--- src/rtl/qet_pkg.sv ---
package qet_pkg;

   // Tokens accepted per line never exceed this, whatever the register holds.
   localparam int TOKEN_LIMIT = 64;

   localparam logic [6:0] MAX_TOKENS_RESET = 7'd64;

   // Register index of max_tokens in the register file.
   localparam logic REG_MAX_TOKENS = 1'b0;

   localparam logic [7:0] CHAR_NUL       = 8'h00;
   localparam logic [7:0] CHAR_SPACE     = 8'h20;
   localparam logic [7:0] CHAR_BACKSLASH = 8'h5C;
   localparam logic [7:0] CHAR_SQUOTE    = 8'h27;
   localparam logic [7:0] CHAR_DQUOTE    = 8'h22;

   typedef enum logic [1:0] {
      KIND_BYTE = 2'd0,
      KIND_END  = 2'd1,
      KIND_DONE = 2'd2
   } kind_type;

   typedef enum logic [1:0] {
      QUOTE_NONE   = 2'd0,
      QUOTE_SINGLE = 2'd1,
      QUOTE_DOUBLE = 2'd2
   } quote_mode_type;

   typedef struct packed {
      logic [7:0] char_in;
      logic       line_end;
   } req_type;

   typedef struct packed {
      kind_type   kind;
      logic [7:0] char_out;
      logic [5:0] token_number;
      logic [6:0] token_total;
      logic       last_of_run;
   } rsp_type;

   typedef struct packed {
      logic           escape_pending;
      quote_mode_type quote_mode;
      logic           token_open;
      logic [6:0]     token_count;
      logic           line_stopped;
   } state_type;

   // Up to three results per transaction, in order from entry 0.
   typedef struct packed {
      rsp_type [2:0] result;
      logic    [1:0] count;
   } step_type;

endpackage

--- src/rtl/quoted_escaped_tokenizer_core.sv ---
// Command line tokenizer: one character per request transaction, with
// line_end set on the last character of a line. Each transaction yields
// zero to three response transactions: token bytes (kind byte), an end
// mark after each token (kind end) and one line-done response per line
// carrying the token count (kind done). last_of_run flags the final
// response of a request. A NUL, or a character that would start a token
// beyond the limit, ends the line early and later characters are dropped.
// The max_tokens register (byte address 0) sets the per-line token limit,
// saturating at the built-in ceiling; write it only while the core is idle.
// The first response of a request is offered in the cycle after the
// request is accepted. A request that yields at most one response can be
// accepted every cycle while rsp_ready is high; one yielding more holds
// the result stage until its last response is taken, one per ready cycle.
// A request is accepted while the result stage is empty or handing over
// its last response, so a stalled receiver backs up into req_ready.
// Reset clears the parsing state and the result stage and loads
// max_tokens with 64; no clearing pass is needed.
module quoted_escaped_tokenizer_core (
   input  logic             clock,
   input  logic             reset,
   input  logic             req_valid,
   output logic             req_ready,
   input  qet_pkg::req_type req_payload,
   output logic             rsp_valid,
   input  logic             rsp_ready,
   output qet_pkg::rsp_type rsp_payload,
   input  logic             psel,
   input  logic             penable,
   input  logic             pwrite,
   input  logic [2:0]       paddr,
   input  logic [31:0]      pwdata,
   output logic [31:0]      prdata,
   output logic             pready
);
   import qet_pkg::*;

   state_type  state_ff;
   state_type  state_in;
   state_type  state_next;
   step_type   step;
   logic [6:0] max_tokens;
   logic       accept;
   logic       free;

   // Register file: holds the token limit.
   qet_csr u_csr (
      .clock      (clock),
      .reset      (reset),
      .psel       (psel),
      .penable    (penable),
      .pwrite     (pwrite),
      .paddr      (paddr),
      .pwdata     (pwdata),
      .prdata     (prdata),
      .pready     (pready),
      .max_tokens (max_tokens)
   );

   // Per-character decode: next parse state and the responses of this
   // transaction, all in one pass of shallow logic.
   qet_step u_step (
      .cur        (state_ff),
      .req        (req_payload),
      .max_tokens (max_tokens),
      .nxt        (state_next),
      .step       (step)
   );

   assign req_ready = free;
   assign accept    = req_valid && req_ready;

   // The parse state advances only on an accepted transaction.
   always_comb begin
      state_in = state_ff;
      if (accept) begin
         state_in = state_next;
      end
   end

   always_ff @(posedge clock) begin
      if (reset) begin
         state_ff <= '0;
      end else begin
         state_ff <= state_in;
      end
   end

   // Result stage: holds up to three responses and presents them in order.
   qet_out u_out (
      .clock       (clock),
      .reset       (reset),
      .load        (accept),
      .step        (step),
      .free        (free),
      .rsp_valid   (rsp_valid),
      .rsp_ready   (rsp_ready),
      .rsp_payload (rsp_payload)
   );

   a_line_end_clears: assert property (@(posedge clock) disable iff (reset)
      (accept && req_payload.line_end) |=> (state_ff == '0))
      else $error("parse state not cleared after line end");

   a_stopped_no_token: assert property (@(posedge clock) disable iff (reset)
      state_ff.line_stopped |-> !state_ff.token_open)
      else $error("token left open on a stopped line");

   a_done_is_last: assert property (@(posedge clock) disable iff (reset)
      (rsp_valid && (rsp_payload.kind == KIND_DONE)) |-> rsp_payload.last_of_run)
      else $error("line done response not last of its run");

   a_stopped_silent: assert property (@(posedge clock) disable iff (reset)
      (accept && state_ff.line_stopped) |-> (step.count == 2'd0))
      else $error("stopped line produced a response");

endmodule

--- src/rtl/qet_csr.sv ---
module qet_csr (
   input  logic        clock,
   input  logic        reset,
   input  logic        psel,
   input  logic        penable,
   input  logic        pwrite,
   input  logic [2:0]  paddr,
   input  logic [31:0] pwdata,
   output logic [31:0] prdata,
   output logic        pready,
   output logic [6:0]  max_tokens
);
   import qet_pkg::*;

   logic [6:0] max_tokens_ff;
   logic [6:0] max_tokens_in;
   logic       write_en;

   assign pready   = 1'b1;
   assign write_en = psel && penable && pwrite && pready && (paddr[2] == REG_MAX_TOKENS);

   always_comb begin
      max_tokens_in = max_tokens_ff;
      if (write_en) begin
         max_tokens_in = pwdata[6:0];
      end
   end

   always_ff @(posedge clock) begin
      if (reset) begin
         max_tokens_ff <= MAX_TOKENS_RESET;
      end else begin
         max_tokens_ff <= max_tokens_in;
      end
   end

   // Only the low two address bits are ignored; word one reads as zero.
   assign prdata     = (paddr[2] == REG_MAX_TOKENS) ? {25'd0, max_tokens_ff} : 32'd0;
   assign max_tokens = max_tokens_ff;

endmodule

--- src/rtl/qet_step.sv ---
module qet_step (
   input  qet_pkg::state_type cur,
   input  qet_pkg::req_type   req,
   input  logic [6:0]         max_tokens,
   output qet_pkg::state_type nxt,
   output qet_pkg::step_type  step
);
   import qet_pkg::*;

   logic [8:0] limit;
   logic [7:0] quote_char;
   logic [7:0] c;
   logic       literal;
   logic       stop;
   logic       in_quote;
   logic [1:0] n;

   // The limit in force saturates at the build-time ceiling.
   assign limit = ({2'd0, max_tokens} < 9'(TOKEN_LIMIT)) ? {2'd0, max_tokens}
                                                         : 9'(TOKEN_LIMIT);
   assign c     = req.char_in;

   always_comb begin
      quote_char = CHAR_NUL;
      in_quote   = 1'b0;
      case (cur.quote_mode)
         QUOTE_SINGLE: begin
            quote_char = CHAR_SQUOTE;
            in_quote   = 1'b1;
         end
         QUOTE_DOUBLE: begin
            quote_char = CHAR_DQUOTE;
            in_quote   = 1'b1;
         end
         default: begin
            quote_char = CHAR_NUL;
            in_quote   = 1'b0;
         end
      endcase
   end

   always_comb begin
      nxt     = cur;
      step    = '0;
      n       = 2'd0;
      literal = 1'b0;
      stop    = 1'b0;
      if (!cur.line_stopped) begin
         if (c == CHAR_NUL) begin
            stop = 1'b1;
         end else begin
            if (cur.escape_pending) begin
               literal = 1'b1;
            end else if (c == CHAR_BACKSLASH) begin
               nxt.escape_pending = 1'b1;
            end else if (in_quote) begin
               if (c == quote_char) begin
                  nxt.quote_mode = QUOTE_NONE;
               end else begin
                  literal = 1'b1;
               end
            end else if (c == CHAR_SPACE) begin
               if (cur.token_open) begin
                  step.result[n].kind         = KIND_END;
                  step.result[n].token_number = cur.token_count[5:0];
                  n               = n + 2'd1;
                  nxt.token_open  = 1'b0;
                  nxt.token_count = cur.token_count + 7'd1;
               end
            end else if (c == CHAR_SQUOTE) begin
               nxt.quote_mode = QUOTE_SINGLE;
            end else if (c == CHAR_DQUOTE) begin
               nxt.quote_mode = QUOTE_DOUBLE;
            end else begin
               literal = 1'b1;
            end
            if (literal) begin
               if (!nxt.token_open) begin
                  if ({2'd0, nxt.token_count} >= limit) begin
                     stop = 1'b1;
                  end else begin
                     nxt.token_open = 1'b1;
                  end
               end
               if (!stop) begin
                  step.result[n].kind         = KIND_BYTE;
                  step.result[n].char_out     = c;
                  step.result[n].token_number = nxt.token_count[5:0];
                  n                  = n + 2'd1;
                  nxt.escape_pending = 1'b0;
               end
            end
         end
         if (stop || req.line_end) begin
            if (nxt.token_open) begin
               step.result[n].kind         = KIND_END;
               step.result[n].token_number = nxt.token_count[5:0];
               n               = n + 2'd1;
               nxt.token_open  = 1'b0;
               nxt.token_count = nxt.token_count + 7'd1;
            end
            step.result[n].kind        = KIND_DONE;
            step.result[n].token_total = nxt.token_count;
            n = n + 2'd1;
         end
         if (stop) begin
            nxt.line_stopped = 1'b1;
         end
      end
      if (req.line_end) begin
         nxt = '0;
      end
      if (n != 2'd0) begin
         step.result[n - 2'd1].last_of_run = 1'b1;
      end
      step.count = n;
   end

endmodule

--- src/rtl/qet_out.sv ---
module qet_out (
   input  logic              clock,
   input  logic              reset,
   input  logic              load,
   input  qet_pkg::step_type step,
   output logic              free,
   output logic              rsp_valid,
   input  logic              rsp_ready,
   output qet_pkg::rsp_type  rsp_payload
);
   import qet_pkg::*;

   rsp_type [2:0] held_ff;
   rsp_type [2:0] held_in;
   logic    [1:0] count_ff;
   logic    [1:0] count_in;
   logic    [1:0] index_ff;
   logic    [1:0] index_in;
   logic          take;
   logic          last;

   assign rsp_valid   = (count_ff != 2'd0);
   assign rsp_payload = held_ff[index_ff];
   assign take        = rsp_valid && rsp_ready;
   assign last        = take && (index_ff == count_ff - 2'd1);
   assign free        = !rsp_valid || last;

   always_comb begin
      held_in  = held_ff;
      count_in = count_ff;
      index_in = index_ff;
      if (load && (step.count != 2'd0)) begin
         held_in  = step.result;
         count_in = step.count;
         index_in = 2'd0;
      end else if (last) begin
         count_in = 2'd0;
         index_in = 2'd0;
      end else if (take) begin
         index_in = index_ff + 2'd1;
      end
   end

   always_ff @(posedge clock) begin
      if (reset) begin
         count_ff <= 2'd0;
         index_ff <= 2'd0;
      end else begin
         count_ff <= count_in;
         index_ff <= index_in;
      end
   end

   always_ff @(posedge clock) begin
      held_ff <= held_in;
   end

   a_index_in_range: assert property (@(posedge clock) disable iff (reset)
      rsp_valid |-> (index_ff < count_ff))
      else $error("result index beyond held count");

   a_load_only_when_free: assert property (@(posedge clock) disable iff (reset)
      (load && (step.count != 2'd0)) |-> free)
      else $error("results loaded over undelivered results");

endmodule
--- config.mk ---
export PLATFORM = sky130hd
export DESIGN_NAME = quoted_escaped_tokenizer_core
export DESIGN_NICKNAME = d
export VERILOG_FILES = /design/src/rtl/qet_pkg.sv /design/src/rtl/quoted_escaped_tokenizer_core.sv /design/src/rtl/qet_csr.sv /design/src/rtl/qet_step.sv /design/src/rtl/qet_out.sv
export SDC_FILE = /design/constraint.sdc
export NUM_CORES = 1
export LEC_CHECK = 0
export BUFFER_PORTS_ARGS = -buffer_cell sky130_fd_sc_hd__buf_2
export CAP_MARGIN = 10
export CORE_MARGIN = 8
export CORE_UTILIZATION = 30
export DETAILED_ROUTE_END_ITERATION = 8
export REMOVE_ABC_BUFFERS = 1
export SETUP_SLACK_MARGIN = 0.15
export SLEW_MARGIN = 15
export SYNTH_ARGS = -nofsm -noshare
export SYNTH_HDL_FRONTEND = slang
export SYNTH_HIERARCHICAL = 1
export SYNTH_SLANG_ARGS = --single-unit
--- constraint.sdc ---
create_clock -name clock -period 9.1 [get_ports clock]
set_clock_uncertainty 0.1 [all_clocks]
set_input_delay 1.365 -clock clock [delete_from_list [all_inputs] [get_ports clock]]
set_output_delay 1.365 -clock clock [all_outputs]
set_load 0.02 [all_outputs]
==> results of run 1 <==
-- cells in the mapped netlist (6+ instances only) --
| cell type | number | area (sq um) |
|---|---|---|
| edfxtp_1 | 72 | 2160 |
| nor2_1 | 65 | 244 |
| buf_4 | 47 | 353 |
| nand2_1 | 45 | 169 |
| mux2i_1 | 33 | 330 |
| inv_1 | 31 | 116 |
| nand3_1 | 31 | 155 |
| o21ai_1 | 27 | 135 |
| dfxtp_1 | 23 | 460 |
| ha_1 | 20 | 250 |
| a21oi_1 | 19 | 95.1 |
| nor3_1 | 19 | 95.1 |
| nand2b_1 | 18 | 113 |
| clkbuf_1 | 12 | 45.0 |
| and2_1 | 10 | 62.6 |
| o21ai_0 | 10 | 50.1 |
| xnor2_1 | 9 | 78.8 |
| buf_6 | 8 | 90.1 |
| nand4_1 | 8 | 50.1 |
| nor2b_1 | 8 | 50.1 |
| a21bo_1 | 7 | 70.1 |
| a21oi_2 | 7 | 61.3 |
| and2b_2 | 7 | 61.3 |
| buf_2 | 7 | 35.0 |
| xor2_1 | 6 | 52.6 |
-- registers in the layout (all words and copies together), names as in the netlist --
signal / cells
state_ff: 12
u_out/held_ff: 72
u_out/count_ff: 2
u_csr/max_tokens: 7
u_out/index_ff: 2
-- metal layers --
| metal | wire length (microns) | global-route usage (%) | vias up |
|---|---|---|---|
| met3 | 739 | 2.56 | 8 |
| met4 | 139 | 3.46 | 2 |
| met2 | 6640 | 17.9 | 99 |
| li1 | - | - | 2224 |
| met1 | 6240 | 13.3 | 2050 |
| met5 | 10 | 0 | - |
-- critical path: cells and delay by family --
family	cells	cell delay, ps
simple gates	10	2100
fa+ha+maj	4	1240
buf+inv	5	1190
compound gates	5	1160
xor+xnor	1	540
-- per-stage QoR --
| step | setup slack (ps) | cells | total power [mW] | cell area, sq um |
|---|---|---|---|---|
| 2_1_floorplan | 1380 | 597 | 0.667 | 5730 |
| 3_3_place_gp | 1120 | 929 | 0.731 | 6410 |
| 3_5_place_dp | 1070 | 929 | 0.733 | 6410 |
| 4_1_cts | 1420 | 945 | 1.14 | 6730 |
| 5_1_grt | 899 | 945 | 1.17 | 6730 |
| 6_report | 1390 | 945 | 1.13 | 6730 |
-- area by class of cell --
cell class	count	area share [%]
multi-input combinational	469	44.4
sequential	95	39.0
timing repair buffer	62	5.02
tap	270	5.02
clock buffer	9	3.35
inverter	33	1.84
clock inverter	7	1.39
-- power by group through the flow --
stage / sequential [mW] / clock (mW) / combinational [mW]
finish: 0.528 / 0.406 / 0.193
global route: 0.532 / 0.429 / 0.210
CTS: 0.528 / 0.416 / 0.196
detailed placement: 0.538 / 0 / 0.196
global placement: 0.537 / 0 / 0.194
floorplan: 0.542 / 0 / 0.125
-- logic make-up (layout without fill, tap and decap cells) --
kind of cell               count (synthesis)  count (layout)  synth area share [%]
other                                      3              42                 0.184
adders and majority gates                 20              20                  4.10
DFF                                       95              95                  42.9
xor gates and xnor gates                  18              18                  3.13
AOI/OAI and AO/OA                        110             110                  12.6
and+or+nand+nor                          244             244                  20.7
muxes                                     35              35                  5.78
buffers and inverters                    107             111                  10.6
-- layout by cell type, fill, tap and decap left out, drive strengths merged, types with 4 or more instances in the layout --
cell type  count
o21a           4
ha            20
nand4          8
mux2i         33
nor2b          8
and2          10
a21oi         26
nand2         45
nor3          20
edfxtp        72
buf           62
inv           34
nand3         31
and2b          7
xor2           6
o21ai         39
dfxtp         23
nor4           6
xnor2         12
or3            5
nand2b        18
nand3b         4
clkbuf         9
a31oi          5
a21bo         12
nor2          65
conb          42
-- path summary, 6_finish.rpt --
kind                             from             endpoint  slack (ps)  cells past startpoint
hold reg to reg   u_csr/max_tokens[2]  u_csr/max_tokens[2]         400                      2
hold / removal    u_csr/max_tokens[2]  u_csr/max_tokens[2]         400                      2
setup / recovery       req_payload[1]     u_out/held_ff[2]        1390                     25
setup reg to reg         state_ff[10]     u_out/held_ff[2]        2100                     26
==> run metrics, run 1 <==
core area 20100 sq um; Yosys warning count 6; # hold bufs at CTS 0; Crit path top cell by count ha_1; static leakage 2.47 nW; PD cells 167 nW/um^2; Max Cap Viol 0; layout cell share with drive strength beyond 1 about 17%; Initial DRT Pass Iterations 4; GRT Overall Usage 10.7%; GR Overflow Total 0; detailed placement HPWL 9790 microns; critical path type in -> reg; area taken by multi-input logic gates 2990 sq um; Fmax between 100 and 150 MHz; RSZ-0062 raised after global routing false; Detail Route Antenna Nets 0; Reg clk slew, reported paths 70 ps; Mean Syn Cell Area slightly below 10 sq um; fillers approximately 2.1k; Starting Density 30.4%; Crit Path Max Fanout 25; nets ~740; Sw Share a little over a quarter; global-route wire length before repair 22300 microns; Comb pwr share 17.1%; Iter 0 DRT Violations 243; WL/cell 14.6 microns; vias in the first global route roughly 4.2k; Net Switching 0.309 mW; num ports 110; library cells used by synthesis 68; sequential power share 46.8%; Critical Path AT 7640 ps; final setup fails 0; Tcrit/Tclk final 84.7%; final core occ 33.5%; Cells after Synth 632; worst-margin pin slew 1080 ps; residual DRC count 0; Setup TNS Final 0 ps; gpl congestion a little under 0.9; Slew HR 27.5%; sequential-to-total area share from yosys stat between 40% and 50%; total CTS buffers 9; routed vias 4383; post-CTS sizing 0; Tmin final 7710 ps; diode count 0; Mapped Area ~6100 sq um; # Post-CTS Setup Buffers 0; largest net degree at the start of global routing 36; clk buf depth 2; Clock Latency Late Sink 340 ps; die area 25200 sq um; clock sink total 95; Pint 0.817 mW; CP Launch Type input pin; DR vias/cell 4.64; CTS H-tree lvls 3; final hold slack approximately 400 ps; ys flop type edfxtp_1; die span in x 159 microns; peak supply drop 70.3 uV; Final Hold Viols 0; Clock Power Share 36.1%; Req. time, crit path 9030 ps; CTS tree yes; initial antenna violation count 1; asr flop ratio synth 0%; Crit path largest cell delay 660 ps; Port Buffers 56; status complete, no violations; CP Capture Type flop; area grow syn2layout 10.2%; slowest cell on the critical path or4_1; CTS root buf clkbuf_16; Die Y-Extent 159 microns; Worst Hold Class reg -> reg; WL final 13800 microns; pins over their slew limit 0; standard-cell rows 52; FF/Latch Area about 2600 sq um; EDFF count, synth 72; Yosys reg bits 95
No activity file was read; power rests on OpenSTA's default activity.
==> run 2: changes to the inputs <==
==> constraint.sdc (replaced) <==
create_clock -name clock -period 7.6 [get_ports clock]
set_clock_uncertainty 0.1 [all_clocks]
set_input_delay 1.14 -clock clock [delete_from_list [all_inputs] [get_ports clock]]
set_output_delay 1.14 -clock clock [all_outputs]
set_load 0.02 [all_outputs]
==> run metrics, run 2 (synthesis gave the netlist of run 1 again) <==
status complete, no violations; diode count 0 (unchanged); most common cell after layout, fill and taps aside edfxtp_1; die span in x 159 microns (unchanged); Max Cap Viol 0 (unchanged); WL final 13900 microns (+0.63%); max reg flops 72 (unchanged); Req. time, crit path 7550 ps (-1480 ps); # Post-CTS Setup Buffers 0 (unchanged); # hold bufs at CTS 0 (unchanged); WL/cell 14.5 microns (-0.32%); RSZ-0062 raised after global routing false; clock sink total 95 (unchanged); R2R Setup Slk 1170 ps (-930 ps); CTS root buf clkbuf_16; largest net degree at the start of global routing 73 (+100%); vias in the first global route 4354 (+3.8%); gpl congestion 0.906 (+4.5%); worst-margin pin slew 1070 ps (-9.86 ps); static leakage 2.48 nW (+0.49%); Slew HR 28.2% (+0.66 points); num ports 110 (unchanged); final instance area 6740 sq um (+0.19%); Worst Hold Class reg -> reg; Initial DRT Pass Iterations 5 (+1); Detail Route Antenna Nets 0 (unchanged); Final Hold Viols 0 (unchanged); Starting Density 30.4% (unchanged); post-CTS sizing 0 (unchanged); crit path to u_out/held_ff[14]; GR Overflow Total 0 (unchanged); Fmax 146 MHz; worst r2r path cells 27 (+3.8%); PD cells 189 nW/um^2 (+13%); clk buf depth 2 (unchanged); die area 25200 sq um (unchanged); Critical Path AT 6780 ps (-860 ps); standard-cell rows 52 (unchanged); initial antenna violation count 0 (-1); Crit Path Max Fanout 72 (+190%); Tmin final between 6000 and 7000 ps; DR vias/cell 4.67 (+0.71%); R2R Path End u_out/held_ff[14]; CTS H-tree lvls 3 (unchanged); residual DRC count 0 (unchanged); global-route wire length before repair 22900 microns (+2.7%); routed vias 4456 (+1.7%); peak supply drop 84.4 uV (+20%); Final Power 1.28 mW (+13%); detailed placement HPWL 9950 microns (+1.6%); Reg clk slew, reported paths 70 ps (about the same); Tcrit/Tclk final 89.8%; DP Area 6480 sq um (+1.1%); start point of the critical path req_payload[1]; CP Launch Type input pin; CTS tree yes; CP Capture Type flop; critical path type in -> reg; Setup TNS Final 0 ps (unchanged); area grow syn2layout 10.4%; core area 20100 sq um (unchanged); Die Y-Extent 159 microns (unchanged); Top reg by flops u_out/held_ff; final setup fails 0 (unchanged); Clock Latency Late Sink 340 ps (about the same); R2R Path Start state_ff[10]; total CTS buffers 9 (unchanged); nets 750 (+1.2%); layout cell share with drive strength beyond 1 18.3% (+0.79 points); commonest cells after routing, fill and taps aside edfxtp_1, nor2_1, buf_2; Port Buffers 56 (unchanged); Iter 0 DRT Violations 219 (-9.9%); GRT Overall Usage 11.0% (+0.32 points); pins over their slew limit 0 (unchanged)
==> run 2: per-stage QoR <==
stage | worst slack (ps) | hold slack (ps) | std cells | utilization (%)
6_report | 772 | 393 | 954 | 33.5
5_1_grt | 518 | 418 | 954 | 33.5
4_1_cts | 830 | 388 | 954 | 33.5
3_5_place_dp | 494 | 378 | 938 | 32.2
3_3_place_gp | 544 | 376 | 938 | 32.2
2_1_floorplan | 104 | 352 | 597 | -
==> run 2: routing by layer <==
metal	vias to the layer above	track usage (%)	routed length (microns)
met5	-	0	0
met2	108	18.7	6700
met4	0	3.38	223
met1	2096	13.4	6110
li1	2239	-	-
met3	13	3.08	829
==> run 2: power breakdown <==
| group | switching, mW | total [mW] | internal [mW] |
|---|---|---|---|
| Sequential | 0.0148 | 0.632 | 0.618 |
| Combinational | 0.158 | 0.231 | 0.0721 |
| Clock | 0.190 | 0.412 | 0.222 |
==> run 2: worst min-delay path by stage <==
| stage | from | end | slack, ps | cells past startpoint |
|---|---|---|---|---|
| after floorplan | u_out/count_ff[1] | u_out/count_ff[1] | 350 | 2 |
| after global routing | u_out/count_ff[1] | u_out/count_ff[1] | 420 | 2 |
| after global placement | u_out/count_ff[1] | u_out/count_ff[1] | 380 | 2 |
| after detailed placement | u_out/count_ff[1] | u_out/count_ff[1] | 380 | 2 |
| final | u_csr/max_tokens[0] | u_csr/max_tokens[0] | 390 | 2 |
| after CTS | u_out/count_ff[1] | u_out/count_ff[1] | 390 | 2 |
==> run 2: cell type report <==
type                            instances  area [sq um]
Sequential cell                        95          2620
Fill cell                            2082         13400
Inverter                               33           124
Clock buffer                           11           233
Clock inverter                          5          31.3
Tap cell                              270           338
Multi-Input combinational cell        469          2990
Timing Repair Buffer                   71           405
==> run 2: worst max-delay path: stages <==
cell      delay, ps
buf_2           160
or4_1           670
o21ai_4         320
nor3_1          110
xnor2_1         370
inv_1           240
ha_1            370
a21o_1          120
a31oi_1          40
o21ai_1         470
nand2_1         170
ha_1            310
nand2b_1        170
and2_1          200
inv_1            70
ha_1            230
nand2_1          60
o21a_1          170
ha_1            250
nor2b_1         160
a21oi_1         240
nor2_1           90
o21ai_1         280
inv_2           100
buf_12          230
==> run 3: changes to the inputs <==
--- a/config.mk
+++ b/config.mk
@@ -7,8 +7,8 @@
 export LEC_CHECK = 0
 export BUFFER_PORTS_ARGS = -buffer_cell sky130_fd_sc_hd__buf_2
 export CAP_MARGIN = 10
-export CORE_MARGIN = 8
 export CORE_UTILIZATION = 30
+export CTS_BUF_LIST = sky130_fd_sc_hd__clkbuf_2
 export DETAILED_ROUTE_END_ITERATION = 8
 export REMOVE_ABC_BUFFERS = 1
 export SETUP_SLACK_MARGIN = 0.15
==> run metrics, run 3 (synthesis gave the netlist of run 1 again) <==
Tmin final 6250 ps (-580 ps); initial antenna violation count 1 (+1); status complete, no violations; core area 19700 sq um (-1.9%); clock sink total 95 (unchanged); worst-margin pin slew 1070 ps (-1.15 ps); RSZ-0062 raised after global routing false; Max Cap Viol 0 (unchanged); Crit Path Max Fanout 72 (unchanged); CP Launch Type input pin; clk buf depth 2 (unchanged); Tcrit/Tclk final 82.2% (-7.6 points); vias in the first global route 4142 (-4.9%); Fmax 160 MHz (+9.3%); WL final 13300 microns (-3.9%); Reg clk slew, reported paths 280 ps (+210 ps); standard-cell rows 51 (-1.9%); num ports 110 (unchanged); Setup TNS Final 0 ps (unchanged); most common cell after layout, fill and taps aside edfxtp_1; layout cell share with drive strength beyond 1 18.8% (+0.56 points); CTS tree yes; final setup fails 0 (unchanged); final instance area 6610 sq um (-2.0%); Crit path top cell by count ha_1; pins over their slew limit 0 (unchanged); global-route wire length before repair 21700 microns (-5.2%); area grow syn2layout 8.15%; Crit path largest cell delay 660 ps (about the same); Req. time, crit path 7850 ps (+300 ps); Port Buffers 56 (unchanged); # hold bufs at CTS 0 (unchanged); peak supply drop 64.0 uV (-24%); Final Power 1.13 mW (-11%); Final Hold Viols 0 (unchanged); routed vias 4450 (-0.13%); critical path type in -> reg; WL/cell 14.0 microns (-3.6%); CP Capture Type flop; Clock Latency Late Sink 620 ps (+280 ps); post-CTS sizing 0 (unchanged); DR vias/cell 4.68 (+0.18%); Initial DRT Pass Iterations 5 (unchanged); PD cells 171 nW/um^2 (-9.6%); commonest cells after routing, fill and taps aside edfxtp_1, nor2_1, buf_2; CTS H-tree lvls 3 (unchanged); max reg flops 72 (unchanged); Die Y-Extent 145 microns (-8.8%); slowest cell on the critical path or4_1; Worst Hold Depth 2 (unchanged); detailed placement HPWL 9360 microns (-6.0%); Critical Path AT 6500 ps (-280 ps); CTS root buf clkbuf_2; nets 751 (+0.13%); # Post-CTS Setup Buffers 0 (unchanged); worst r2r path cells 27 (unchanged); Worst Hold Class reg -> reg; Starting Density 31.0% (+0.60 points); gpl congestion 0.866 (-4.4%); GR Overflow Total 0 (unchanged); total CTS buffers 9 (unchanged); largest net degree at the start of global routing 73 (unchanged); Worst Setup Slack post-DPL 698 ps (+204 ps); DP Area 6480 sq um (about the same); residual DRC count 0 (unchanged); R2R Setup Slk 1420 ps (+250 ps); Setup WS post-layout 1350 ps (+580 ps); GRT Overall Usage 13.5% (+2.5 points); Top reg by flops u_out/held_ff; Detail Route Antenna Nets 0 (unchanged); Iter 0 DRT Violations 288 (+32%); fillers 2030 (-2.5%); die area 20900 sq um (-17%); final core occ 33.5% (-0.034 points); Slew HR 28.3% (+0.077 points); die span in x 145 microns (-8.8%); static leakage 2.43 nW (-2.1%)
## run 3: cell types whose count changed in the layout (fill, tap and decap cells not counted), moves of 2 or more
cell	change
clkbuf_1	-2
clkbuf_16	-9
clkbuf_2	+9
clkinvlp_4	+2
## run 3: critical path: cells and delay by family
kind | cells | cell delay [ps]
simple gates | 8 | 1560
xor+xnor | 1 | 400
fa+ha+maj | 4 | 1120
compound gates | 7 | 1430
buf+inv | 5 | 780
## run 3: power breakdown
group	total, mW	switching, mW	internal (mW)
combinational	0.228	0.156	0.0722
sequential	0.632	0.0146	0.617
clock	0.269	0.189	0.0798
total	1.13	0.360	0.769
## run 3: final timing paths
check | from | end
worst max-delay path | req_payload[1] | u_out/held_ff[64]
worst min-delay path | u_csr/max_tokens[3] | u_csr/max_tokens[3]
worst max register to register | state_ff[10] | u_out/held_ff[64]
worst min register to register | u_csr/max_tokens[3] | u_csr/max_tokens[3]
## run 3: layout make-up
cell class                 instances  area [sq um]  area share, %
multi-input combinational        469          2990           45.2
sequential                        95          2620           39.7
clock inverter                     7          78.8           1.19
antenna                            1          2.50         0.0379
clock buffer                       9          45.0          0.682
inverter                          33           124           1.87
tap                              265           332           5.02
timing repair buffer              72           413           6.25
## run 3: routing by layer
metal	global-route usage, %	share of wire, %	vias up	wire (microns)
met3	2.14	4.4	12	590
met1	17.2	46	2110	6110
li1	-	-	2238	-
met5	0	0	-	0
met4	6.09	1.5	0	200
met2	22.5	48	90	6420
## run 3: stage by stage
stage,cells,hold slack (ps)
after global routing,951,433
after floorplan,597,352
final,951,410
after CTS,950,416
after detailed placement,934,389
after global placement,934,374
